## config.mk

```make
export PLATFORM = sky130hd
export DESIGN_NAME = srp_cell
export DESIGN_NICKNAME = d
export VERILOG_FILES = /design/src/rtl/srp_pkg.sv /design/src/rtl/srp_cell.sv
export SDC_FILE = /design/constraint.sdc
export NUM_CORES = 1
export LEC_CHECK = 0
export ABC_AREA = 0
export BUFFER_PORTS_ARGS = -buffer_cell sky130_fd_sc_hd__buf_2
export CAP_MARGIN = 40
export CELL_PAD_IN_SITES_DETAIL_PLACEMENT = 1
export CELL_PAD_IN_SITES_GLOBAL_PLACEMENT = 1
export CORE_ASPECT_RATIO = 0.5
export CORE_MARGIN = 10
export CORE_UTILIZATION = 29
export CTS_CLUSTER_SIZE = 8
export DETAILED_ROUTE_END_ITERATION = 6
export PLACE_DENSITY_LB_ADDON = 0.1
export SLEW_MARGIN = 30
export SYNTH_ARGS = -nofsm -noshare
export SYNTH_HDL_FRONTEND = slang
export SYNTH_SLANG_ARGS = --single-unit
```

## constraint.sdc

```tcl
create_clock -name clk -period 1 [get_ports clk]
set_input_delay 0.25 -clock clk [delete_from_list [all_inputs] [get_ports clk]]
set_output_delay 0.25 -clock clk [all_outputs]
set_load 0.1 [all_outputs]
```

## src/rtl/srp_pkg.sv

```systemverilog
`default_nettype none
package srp_pkg;
  localparam int MaxPages = 8;
  localparam int PgW = 3;
  localparam int CntW = 4;
  localparam logic [1:0] CMD_PACK = 2'd0;
  localparam logic [1:0] CMD_BEGIN = 2'd1;
  localparam logic [1:0] CMD_END = 2'd2;
  localparam logic [1:0] CMD_READ = 2'd3;
  localparam logic [1:0] REG_ATLAS = 2'd0;
  localparam logic [1:0] REG_MARGIN = 2'd1;
  localparam logic [1:0] REG_SEARCH = 2'd2;

  // Per-page shelf and dirty state.
  typedef struct packed {
    logic [13:0] cx;
    logic [13:0] cy;
    logic [12:0] rh;
    logic        mark;
    logic [12:0] dl;
    logic [12:0] dt;
    logic [12:0] dr;
    logic [12:0] db;
  } page_t;

  // Command from the sequencer to one cell.
  typedef struct packed {
    logic        clear;
    logic        wr;
    page_t       data;
  } cell_cmd_t;
endpackage
`default_nettype wire

```

## src/rtl/srp_cell.sv

```systemverilog
`default_nettype none
// One page of the atlas; state is loaded, cleared or written by the sequencer,
// and the cell loads its contents into the read chain whenever it is not shifting.
module srp_cell (
  input  wire logic              clk,
  input  wire logic              rst_n,
  input  wire srp_pkg::cell_cmd_t cmd,
  input  wire logic              shift,
  input  wire srp_pkg::page_t    chain_in,
  output srp_pkg::page_t         chain_out,
  output srp_pkg::page_t         state
);
  srp_pkg::page_t page_r, page_nxt;
  srp_pkg::page_t out_r;

  // Page state update.
  always_comb begin
    page_nxt = page_r;
    if (cmd.clear) begin
      page_nxt = '0;
    end else if (cmd.wr) begin
      page_nxt = cmd.data;
    end
  end

  always_ff @(posedge clk) begin
    if (!rst_n) begin
      page_r <= '0;
    end else begin
      page_r <= page_nxt;
    end
  end

  // Scan chain stage: loads own page, or takes the neighbor's.
  always_ff @(posedge clk) begin
    if (shift) begin
      out_r <= chain_in;
    end else begin
      out_r <= page_r;
    end
  end

  assign chain_out = out_r;
  assign state = page_r;
endmodule
`default_nettype wire

```

# After elaboration in Yosys (flattened, before gate mapping)
# Index checks and enable logic that the tools add are counted.
[word_totals]
wordCells = 19
register_bits = 188
in_bits = 193
output_inout_bits = 188
[classes]
n_reduce_logical = 1
n_bitwise = 1
mux = 1
[op_table]
columns = ["op", "count"]
rows = [
  ["2-to-1 mux 94 bit", 1],
  ["OR reduction 2 bit", 1],
  ["NOT 1 bit", 1],
]

# Depth between registers and ports, before layout
# Gate-level depths: netlist of run 1.
[depth]
depth_word = 2
depth_mapped = 5
mapped_depth_nobuf = 2

# Worst setup path before layout of run 1
# No wires, ideal clock.
[synth_timing]
path_kind = "reg-to-reg"
startpoint = "reg page_r (netlist bit state[0])"
endpoint = "reg out_r (netlist bit chain_out[0])"
n_path_buf = 0
setup_slack_ns = -0.284
path_stages_with_launch = 2
period_less_slack_ns = 1.284
t_arrival_ns = 1.221
cell_sequence = "dfxtp_1 > mux2_2"
[synth_between]
elab_chain_len = 1
[synth_lines]
columns = ["element", "line_no", "source"]
rows = [
  ["start, declared", "srp_cell.sv:13", "srp_pkg::page_t page_r, page_nxt;"],
  ["start signal, assigned", "srp_cell.sv:30", "page_r <= page_nxt;"],
  ["2-to-1 mux 94 bit", "srp_cell.sv:36", "if (shift) begin"],
  ["end signal, assigned", "srp_cell.sv:37", "out_r <= chain_in;"],
  ["end signal, assigned", "srp_cell.sv:39", "out_r <= page_r;"],
  ["end, declared", "srp_cell.sv:14", "srp_pkg::page_t out_r;"],
]
# No other way between the ends.
# A chain may end at the register's enable or synchronous reset.

# Worst setup path after layout of run 1
[layout_timing]
startpoint = "reg page_r (netlist bit state[51])"
endpoint = "out state[51] in the netlist's numbering"
[layout_rtl]
columns = ["element", "line_no", "source"]
rows = [
  ["end, declared", "srp_cell.sv:11", "output srp_pkg::page_t state"],
]
# No word-level cell between the ends.

==> flow_metrics.tcl, run 1 <==
set metrics [dict create \
    grt_start_max_net_pins 53 \
    synth_area_per_cell_sq_um 12.8 \
    critPathBufInv 1 \
    wire_per_inst_microns 20.9 \
    routabilityCongestion 0.763 \
    maximum_number_of_buffers_from_clock_root_to_sink 2 \
    first_pass_grt_wire_length_mm 40.0 \
    worst_pin_slew_ns 0.277 \
    syn_to_final_growth_pct 104 \
    total_power_w 0.0206 \
    final_max_slew_viol_count 0 \
    cts.reportedPaths.clkPinSlew_ns 0.06 \
    totalWireLength_mm 27.0 \
    grt_use_total_pct 18.4 \
    io_pins 381 \
    status "finished, violations left" \
    antenna_found_initial 3 \
    timing_worst_setup_path_type "reg2out" \
    max_stage_delay_ns 0.37 \
    ys.warnings.count 0 \
    synth_fp_nets 695 \
    drv.max_cap_violation_count 0 \
    drtIter0Drc 160 \
    max_slew_margin_pct 81.5 \
    cts_sinks 188 \
    core_area_sq_um 21700 \
    cts_inserted_buffers 17 \
    synth.cell_area_sq_um 6420 \
    synth-seq-area-share_pct 58.6 \
    route.detailed.drc 0 \
    fp.dieH_microns 125 \
    io_buf_count 380 \
    hold_path.class "in2reg" \
    via_count 5530 \
    netlist_instances 502 \
    gr_ovfl_total 0 \
    iteration_count_of_the_initial_detailed_routing_pass 4 \
    place_hpwl_mm 20.5 \
    vdd_ir_max_mv 1.08 \
    area_of_the_die_sq_um 28900 \
    worstSetupStartpointType "flip-flop" \
    report.final.setup_viol 188 \
    crit_required_ns 0.75 \
    finalHoldViolations 0 \
    worst_path_max_delay_cell "sky130_fd_sc_hd__dfxtp_4" \
    fmax_mhz 813 \
    initial_utilization_pct 29.6 \
    clkLatencyLatePin_ns 0.43 \
    fin_util_pct 60.2 \
    final_nets 1172 \
    drive_gt1_share_pct 80.7 \
    vias_per_cell 4.28 \
    worst_slack_ns -0.230 \
    post_synth_num_cell_types 11 \
    register_bit_count_reported_by_yosys 188 \
    htree_num_levels 4 \
    die_w_microns 230 \
    drt.antenna.violating_nets 0 \
    critical_path_at_ns 0.98 \
    crit_path_max_fanout 2 \
    failing_checks "setup timing" \
    timing.critical_path.to_type "primary output" \
    clockRootBuffer "sky130_fd_sc_hd__clkbuf_16" \
    cp_top_family "flip-flops" \
    unrepaired_setup_endpoints_after_global_routing "true" \
    cp_cell_sequence "buf_12" \
    cellPowerDensity_nw_per_um2 1570 \
    leakagePower_nw 6.00 \
    period_minus_slack_ns 1.23 \
    post-route-period-util_pct 123 \
    worst_clock_skew_ns 0.00364 \
    placement_rows 38 \
    tritoncts "built" \
    via_count_of_the_first_global_routing_pass 6135 \
]
[per-layer routing]
layer	share of wire, %	GRT usage (%)	vias to the layer above
met3	6.1	6.43	23
li1	-	-	2643
met4	1.4	5.23	0
met2	59	37.3	142
met1	34	16.9	2722
met5	0	0	-
[cells in the final DEF, fill, tap and decap left out]
cell	n
sky130_fd_sc_hd__dfxtp_2	134
sky130_fd_sc_hd__nand2b_4	1
sky130_fd_sc_hd__clkinv_2	1
sky130_fd_sc_hd__diode_2	3
sky130_fd_sc_hd__clkbuf_1	3
sky130_fd_sc_hd__buf_2	190
sky130_fd_sc_hd__clkbuf_16	17
sky130_fd_sc_hd__nor2_1	94
sky130_fd_sc_hd__mux2i_1	94
sky130_fd_sc_hd__buf_4	102
sky130_fd_sc_hd__mux2_2	94
sky130_fd_sc_hd__dfxtp_4	54
sky130_fd_sc_hd__buf_12	197
sky130_fd_sc_hd__clkbuf_8	7
[cells by family (layout without fill, tap and decap cells)]
kind of cell	Yosys count	after routing	synth area share [%]
multiplexers	188	188	31.1
other	0	3	0
AND/OR/NAND/NOR	95	95	5.59
buffers and inverters	31	517	4.66
flip-flops	188	188	58.6
[cells in the mapped netlist (all sizes together)]
library cell / n / area share, %
nor2: 94 / 5.5
dfxtp: 188 / 59
mux2: 94 / 16
clkbuf: 3 / 0.18
mux2i: 94 / 15
nand2b: 1 / 0.097
buf: 28 / 4.5
[stage by stage]
stage                     hold WS, ns  TNS (ns)  setup WS (ns)  cell area, sq um  std cells
after floorplan                 0.395    -0.132       -0.00219              6660        502
after global placement          0.476    -14.23         -0.124             11700       1172
after detailed placement        0.479    -17.18         -0.156             11700       1172
after CTS                      0.0134    -44.70         -0.263             13000       1280
after global routing           0.0160    -46.52         -0.270             13100       1290
final                          0.0348    -39.28         -0.230             13100       1291
[worst paths after layout]
path | startpoint | to | slack (ns) | depth (start not counted)
max reg2reg | state[93] | chain_out[93] | 0.04 | 3
min reg2reg | state[73] | chain_out[73] | 0.53 | 1
max | state[51] | state[51] | -0.23 | 1
min | chain_in[51] | chain_out[51] | 0.03 | 2
[sequential cells by signal (all words and copies together) (netlist names)]
| name | flops |
|---|---|
| chain_out | 94 |
| state | 94 |
[what timing repair did]
action,in CTS,in global routing
resized for setup,41,13
endpoints found under the setup margin,188,188
setup buffers,80,8
hold buffers,0,0
gates cloned,0,0
[power by group]
| group | internal [W] | total, W | switching, W |
|---|---|---|---|
| logic | 0.00236 | 0.00601 | 0.00365 |
| clock network | 0.00359 | 0.00635 | 0.00276 |
| registers | 0.00786 | 0.00821 | 0.000356 |
[cell type report]
cell class / instances / area, sq um
Antenna cell: 3 / 7.51
Sequential cell: 188 / 4130
Multi-Input combinational cell: 283 / 2370
Clock buffer: 27 / 533
Fill cell: 2132 / 8650
Clock inverter: 1 / 5.00
Tap cell: 300 / 375
Timing Repair Buffer: 489 / 5660
Power figures use the tool's default switching activity.
==> run 2: changes to the inputs <==
--- a/config.mk
+++ b/config.mk
@@ -20,3 +20,4 @@
 export SYNTH_ARGS = -nofsm -noshare
 export SYNTH_HDL_FRONTEND = slang
 export SYNTH_SLANG_ARGS = --single-unit
+export TNS_END_PERCENT = 20
==> flow_metrics.tcl, run 2 (same netlist as run 1, synthesis figures left out) <==
set metrics [dict create \
    status "finished, violations left" \
    failing_checks "setup timing" \
    drive_gt1_share_pct 79.6 \
    crit_required_ns 0.75 \
    critical_path_at_ns 1.00 \
    fin_util_pct 59.1 \
    report.final.setup_viol 188 \
    first_pass_grt_wire_length_mm 40.2 \
    tritoncts "built" \
    finalHoldViolations 0 \
    period_minus_slack_ns 1.25 \
    antenna_found_initial 8 \
    core_area_sq_um 21700 \
    routabilityCongestion 0.725 \
    place_hpwl_mm 20.8 \
    wire_per_inst_microns 22.0 \
    clkLatencyLatePin_ns 0.45 \
    cts.reportedPaths.clkPinSlew_ns 0.07 \
    worst_path_max_delay_cell "sky130_fd_sc_hd__dfxtp_4" \
    cp_top_family "flip-flops" \
    grt_start_max_net_pins 43 \
    fmax_mhz 801 \
    fin_worst_hold_slack_ns 0.0208 \
    hold_path.class "in2reg" \
    htree_num_levels 4 \
    iteration_count_of_the_initial_detailed_routing_pass 4 \
    grt_use_total_pct 18.6 \
    area_of_the_die_sq_um 28900 \
    vias_per_cell 4.33 \
    final_nets 1110 \
    timing.critical_path.to_type "primary output" \
    initial_utilization_pct 29.6 \
    timing_worst_setup_path_type "reg2out" \
    route.detailed.drc 0 \
    total_power_w 0.0218 \
    leakagePower_nw 5.74 \
    vdd_ir_max_mv 1.18 \
    cts_sinks 188 \
    drv.max_cap_violation_count 0 \
    worst_pin_slew_ns 0.294 \
    syn_to_final_growth_pct 99.9 \
    max_stage_delay_ns 0.37 \
    clockRootBuffer "sky130_fd_sc_hd__clkbuf_16" \
    die_w_microns 230 \
    layout_commonest_cell "sky130_fd_sc_hd__buf_12" \
    placement_rows 38 \
    fp.dieH_microns 125 \
    layout.cells.most_common_list "sky130_fd_sc_hd__buf_12 (198), sky130_fd_sc_hd__buf_2 (190), sky130_fd_sc_hd__dfxtp_2 (107)" \
    cellPowerDensity_nw_per_um2 1700 \
    crit_path_max_fanout 3 \
    final_max_slew_viol_count 0 \
    cp_cell_sequence "buf_12" \
    worstSetupStartpointType "flip-flop" \
    critPathBufInv 1 \
    drtIter0Drc 169 \
    io_pins 381 \
    maximum_number_of_buffers_from_clock_root_to_sink 2 \
    via_count 5358 \
    gr_ovfl_total 0 \
    cts_inserted_buffers 17 \
    worst_clock_skew_ns 0.0107 \
    max_slew_margin_pct 80.4 \
    io_buf_count 380 \
    worst_slack_ns -0.248 \
    totalWireLength_mm 27.2 \
    unrepaired_setup_endpoints_after_global_routing "true" \
    drt.antenna.violating_nets 0 \
    via_count_of_the_first_global_routing_pass 6098 \
    post-route-period-util_pct 125 \
]
run 2: cell types whose count changed in the layout (fill, tap and decap cells not counted), moves of 3 or more:
cell,delta
sky130_fd_sc_hd__dfxtp_2,-27
sky130_fd_sc_hd__clkinvlp_4,+3
sky130_fd_sc_hd__dfxtp_4,+27
sky130_fd_sc_hd__diode_2,+4
sky130_fd_sc_hd__bufinv_16,+6
sky130_fd_sc_hd__buf_4,-64
sky130_fd_sc_hd__clkbuf_8,-6
run 2: final cells by class:
| cell class | count | area, sq um |
|---|---|---|
| Antenna cell | 7 | 17.5 |
| Tap cell | 300 | 375 |
| Multi-Input combinational cell | 283 | 2370 |
| Fill cell | 2127 | 8890 |
| Sequential cell | 188 | 4200 |
| Clock inverter | 12 | 218 |
| Clock buffer | 20 | 447 |
| Timing Repair Buffer | 427 | 5210 |
run 2: repair_timing:
action,in CTS,in global routing
hold buffers,0,0
hold endpoints to repair,0,0
buffers inserted,32,1
endpoints found under the setup margin,188,188
resized for setup,159,35
run 2: per-stage QoR:
| stage | instance area (sq um) | TNS, ns | cells | setup WS [ns] |
|---|---|---|---|---|
| 3_5_place_dp | 11600 | -18.88 | 1165 | -0.214 |
| 6_report | 12800 | -41.26 | 1237 | -0.248 |
| 3_3_place_gp | 11600 | -16.38 | 1165 | -0.191 |
| 5_1_grt | 12800 | -48.07 | 1236 | -0.285 |
| 4_1_cts | 12700 | -47.10 | 1229 | -0.272 |
| 2_1_floorplan | 6520 | -29.93 | 502 | -0.284 |
run 2: routing by layer:
| layer | global-route usage [%] | part of all wire (%) |
|---|---|---|
| met1 | 17.6 | 35 |
| met2 | 36.6 | 58 |
| met3 | 5.69 | 5.7 |
| met4 | 7.88 | 2.0 |
| met5 | 0 | 0.048 |
run 2: final timing paths:
check | start | end | slack, ns | depth (start not counted)
max reg2reg | state[86] | chain_out[86] | 0.13 | 2
min reg2reg | state[58] | chain_out[58] | 0.52 | 1
max | state[57] | state[57] | -0.25 | 1
min | chain_in[6] | chain_out[6] | 0.02 | 2
run 2: power breakdown:
| group | internal [W] | switching [W] | total (W) |
|---|---|---|---|
| clock network | 0.00474 | 0.00303 | 0.00777 |
| registers | 0.00780 | 0.000379 | 0.00818 |
| logic | 0.00227 | 0.00362 | 0.00588 |
==> run 3: changes to the inputs <==
--- a/config.mk
+++ b/config.mk
@@ -5,14 +5,14 @@
 export SDC_FILE = /design/constraint.sdc
 export NUM_CORES = 1
 export LEC_CHECK = 0
-export ABC_AREA = 0
+export ABC_AREA = 1
 export BUFFER_PORTS_ARGS = -buffer_cell sky130_fd_sc_hd__buf_2
 export CAP_MARGIN = 40
 export CELL_PAD_IN_SITES_DETAIL_PLACEMENT = 1
 export CELL_PAD_IN_SITES_GLOBAL_PLACEMENT = 1
 export CORE_ASPECT_RATIO = 0.5
 export CORE_MARGIN = 10
-export CORE_UTILIZATION = 29
+export CORE_UTILIZATION = 28
 export CTS_CLUSTER_SIZE = 8
 export DETAILED_ROUTE_END_ITERATION = 6
 export PLACE_DENSITY_LB_ADDON = 0.1
==> flow_metrics.tcl, run 3 <==
set metrics [dict create \
    worst_clock_skew_ns 0.00691 \
    final_nets 1472 \
    cts_sinks 188 \
    cts.reportedPaths.clkPinSlew_ns 0.07 \
    cp_cell_sequence "buf_12" \
    via_count_of_the_first_global_routing_pass 7682 \
    initial_utilization_pct 28.4 \
    routabilityCongestion 0.767 \
    yosysTopAreaCellShare_pct 55.5 \
    synth-seq-area-share_pct 55.5 \
    report.final.setup_viol 188 \
    synth_area_leaders "sky130_fd_sc_hd__dfxtp_1 (55%), sky130_fd_sc_hd__nand2_1 (14%), sky130_fd_sc_hd__a21oi_2 (6.5%), sky130_fd_sc_hd__o21ai_0 (5.4%), sky130_fd_sc_hd__inv_1 (5.3%)" \
    worstSetupStartpointType "flip-flop" \
    via_count 6910 \
    async_reset_ff_share_pct 0 \
    drt.antenna.violating_nets 0 \
    fp.dieH_microns 130 \
    synth_largest_area_cell "sky130_fd_sc_hd__dfxtp_1" \
    vdd_ir_max_mv 0.853 \
    globalRouteMet2Util_pct 38.6 \
    netlist_instances 807 \
    hold_path.class "in2reg" \
    synth_edf_count 0 \
    post-route-period-util_pct 125 \
    clockRootBuffer "sky130_fd_sc_hd__clkbuf_16" \
    layout.cells.most_common_list "sky130_fd_sc_hd__nand2_1 (252), sky130_fd_sc_hd__buf_12 (200), sky130_fd_sc_hd__buf_2 (190)" \
    ys.warnings.count 0 \
    finalHoldViolations 0 \
    timing_worst_setup_path_type "reg2out" \
    htree_num_levels 4 \
    die_w_microns 240 \
    io_pins 381 \
    route.detailed.drc 0 \
    cts_inserted_buffers 17 \
    fin_worst_hold_slack_ns 0.0213 \
    synth_area_per_cell_sq_um 8.41 \
    clkLatencyLatePin_ns 0.45 \
    iteration_count_of_the_initial_detailed_routing_pass 4 \
    totalWireLength_mm 31.2 \
    worst_hold_path_cells 3 \
    preCtsSetupSlack_ns -0.0410 \
    layout_commonest_cell "sky130_fd_sc_hd__nand2_1" \
    leakagePower_nw 5.76 \
    drtIter0Drc 240 \
    reg2reg_depth 2 \
    wire_per_inst_microns 19.4 \
    critical_path_at_ns 1.00 \
    place_inst 1475 \
    crit_required_ns 0.75 \
    final_max_slew_viol_count 0 \
    grtUsageMet1_pct 18.7 \
    grt_start_max_net_pins 65 \
    synth.cell_area_sq_um 6790 \
    cellPowerDensity_nw_per_um2 1520 \
    status "finished, violations left" \
    timing.critical_path.depth 1 \
    unrepaired_setup_endpoints_after_global_routing "true" \
    worst_slack_ns -0.250 \
    post_synth_num_cell_types 16 \
    grt_use_total_pct 19.4 \
    grt_most_used_layer "met2" \
    postSynth.topFlopCell "sky130_fd_sc_hd__dfxtp_1" \
    cp_top_family "flip-flops" \
    period_minus_slack_ns 1.25 \
    first_pass_grt_wire_length_mm 45.7 \
    drive_gt1_share_pct 57.2 \
    vias_per_cell 4.29 \
    antenna_found_initial 3 \
    place_hpwl_mm 22.4 \
    maximum_number_of_buffers_from_clock_root_to_sink 2 \
    io_buf_count 380 \
    fin_util_pct 57.8 \
    globalRouteMet3Util_pct 4.95 \
    area_of_the_die_sq_um 31200 \
    total_power_w 0.0211 \
    synth_commonest_cells "sky130_fd_sc_hd__nand2_1 (252), sky130_fd_sc_hd__dfxtp_1 (188), sky130_fd_sc_hd__inv_1 (95)" \
    max_slew_margin_pct 79.6 \
    worst_pin_slew_ns 0.303 \
    failing_checks "setup timing" \
    gr_ovfl_total 0 \
    fmax_mhz 800 \
    synth_most_common_cell "sky130_fd_sc_hd__nand2_1" \
    syn_to_final_growth_pct 104 \
    crit_path_max_fanout 3 \
    tritoncts "built" \
    worst_path_max_delay_cell "sky130_fd_sc_hd__dfxtp_4" \
    drv.max_cap_violation_count 0 \
    synth_fp_nets 1000 \
    core_area_sq_um 23900 \
    placement_rows 40 \
    max_stage_delay_ns 0.38 \
    timing.critical_path.to_type "primary output" \
    final_cells 1610 \
    critPathBufInv 1 \
    register_bit_count_reported_by_yosys 188 \
]
run 3: through the flow:
step / cell area, sq um / TNS, ns
2_1_floorplan: 6880 / -27.98
6_report: 13800 / -41.59
3_5_place_dp: 12000 / -0.388
3_3_place_gp: 12000 / 0
5_1_grt: 13800 / -48.40
4_1_cts: 13700 / -47.96
run 3: timing repair:
item / 4_1_cts / 5_1_grt
hold buffers: 65 / 0
hold endpoints to repair: 65 / 0
endpoints found under the setup margin: 188 / 188
buffers inserted: 24 / 11
gates resized for setup: 173 / 26
run 3: logic make-up after synthesis:
| family | after synthesis | synth area share, % |
|---|---|---|
| flops | 188 | 55.5 |
| compound gates | 188 | 16.6 |
| simple gates | 283 | 16.8 |
| buf+inv | 148 | 11.1 |
run 3: routing by layer:
layer	wire [microns]	vias up
li1	-	3433
met1	11100	3286
met2	17700	151
met3	1490	40
met4	928	0
met5	0	-
run 3: path summary, 6_finish.rpt:
check | startpoint | to | slack, ns
max reg2reg | state[32] | chain_out[32] | 0.20
min | chain_in[68] | chain_out[68] | 0.02
max | state[64] | state[64] | -0.25
min reg2reg | state[83] | chain_out[83] | 0.49
run 3: final cells by class:
cell class	count	area, sq um
fill	2610	10100
timing repair buffer	505	5980
sequential	188	4210
multi-input combinational	471	2270
clock buffer	25	515
tap	315	394
inverter	96	363
clock inverter	6	82.6
antenna	4	10.0
run 3: power by group:
part	leakage (nW)	internal (W)	switching (W)	total [W]
Sequential	1.64	0.00776	0.000361	0.00812
Clock	0.295	0.00406	0.00298	0.00704
Combinational	3.83	0.00219	0.00371	0.00590
Total	5.76	0.0140	0.00705	0.0211
run 3: worst min-delay path, stage by stage:
cell	delay [ns]
sky130_fd_sc_hd__buf_2	0.08
sky130_fd_sc_hd__nand2_1	0.04
sky130_fd_sc_hd__o21ai_0	0.06
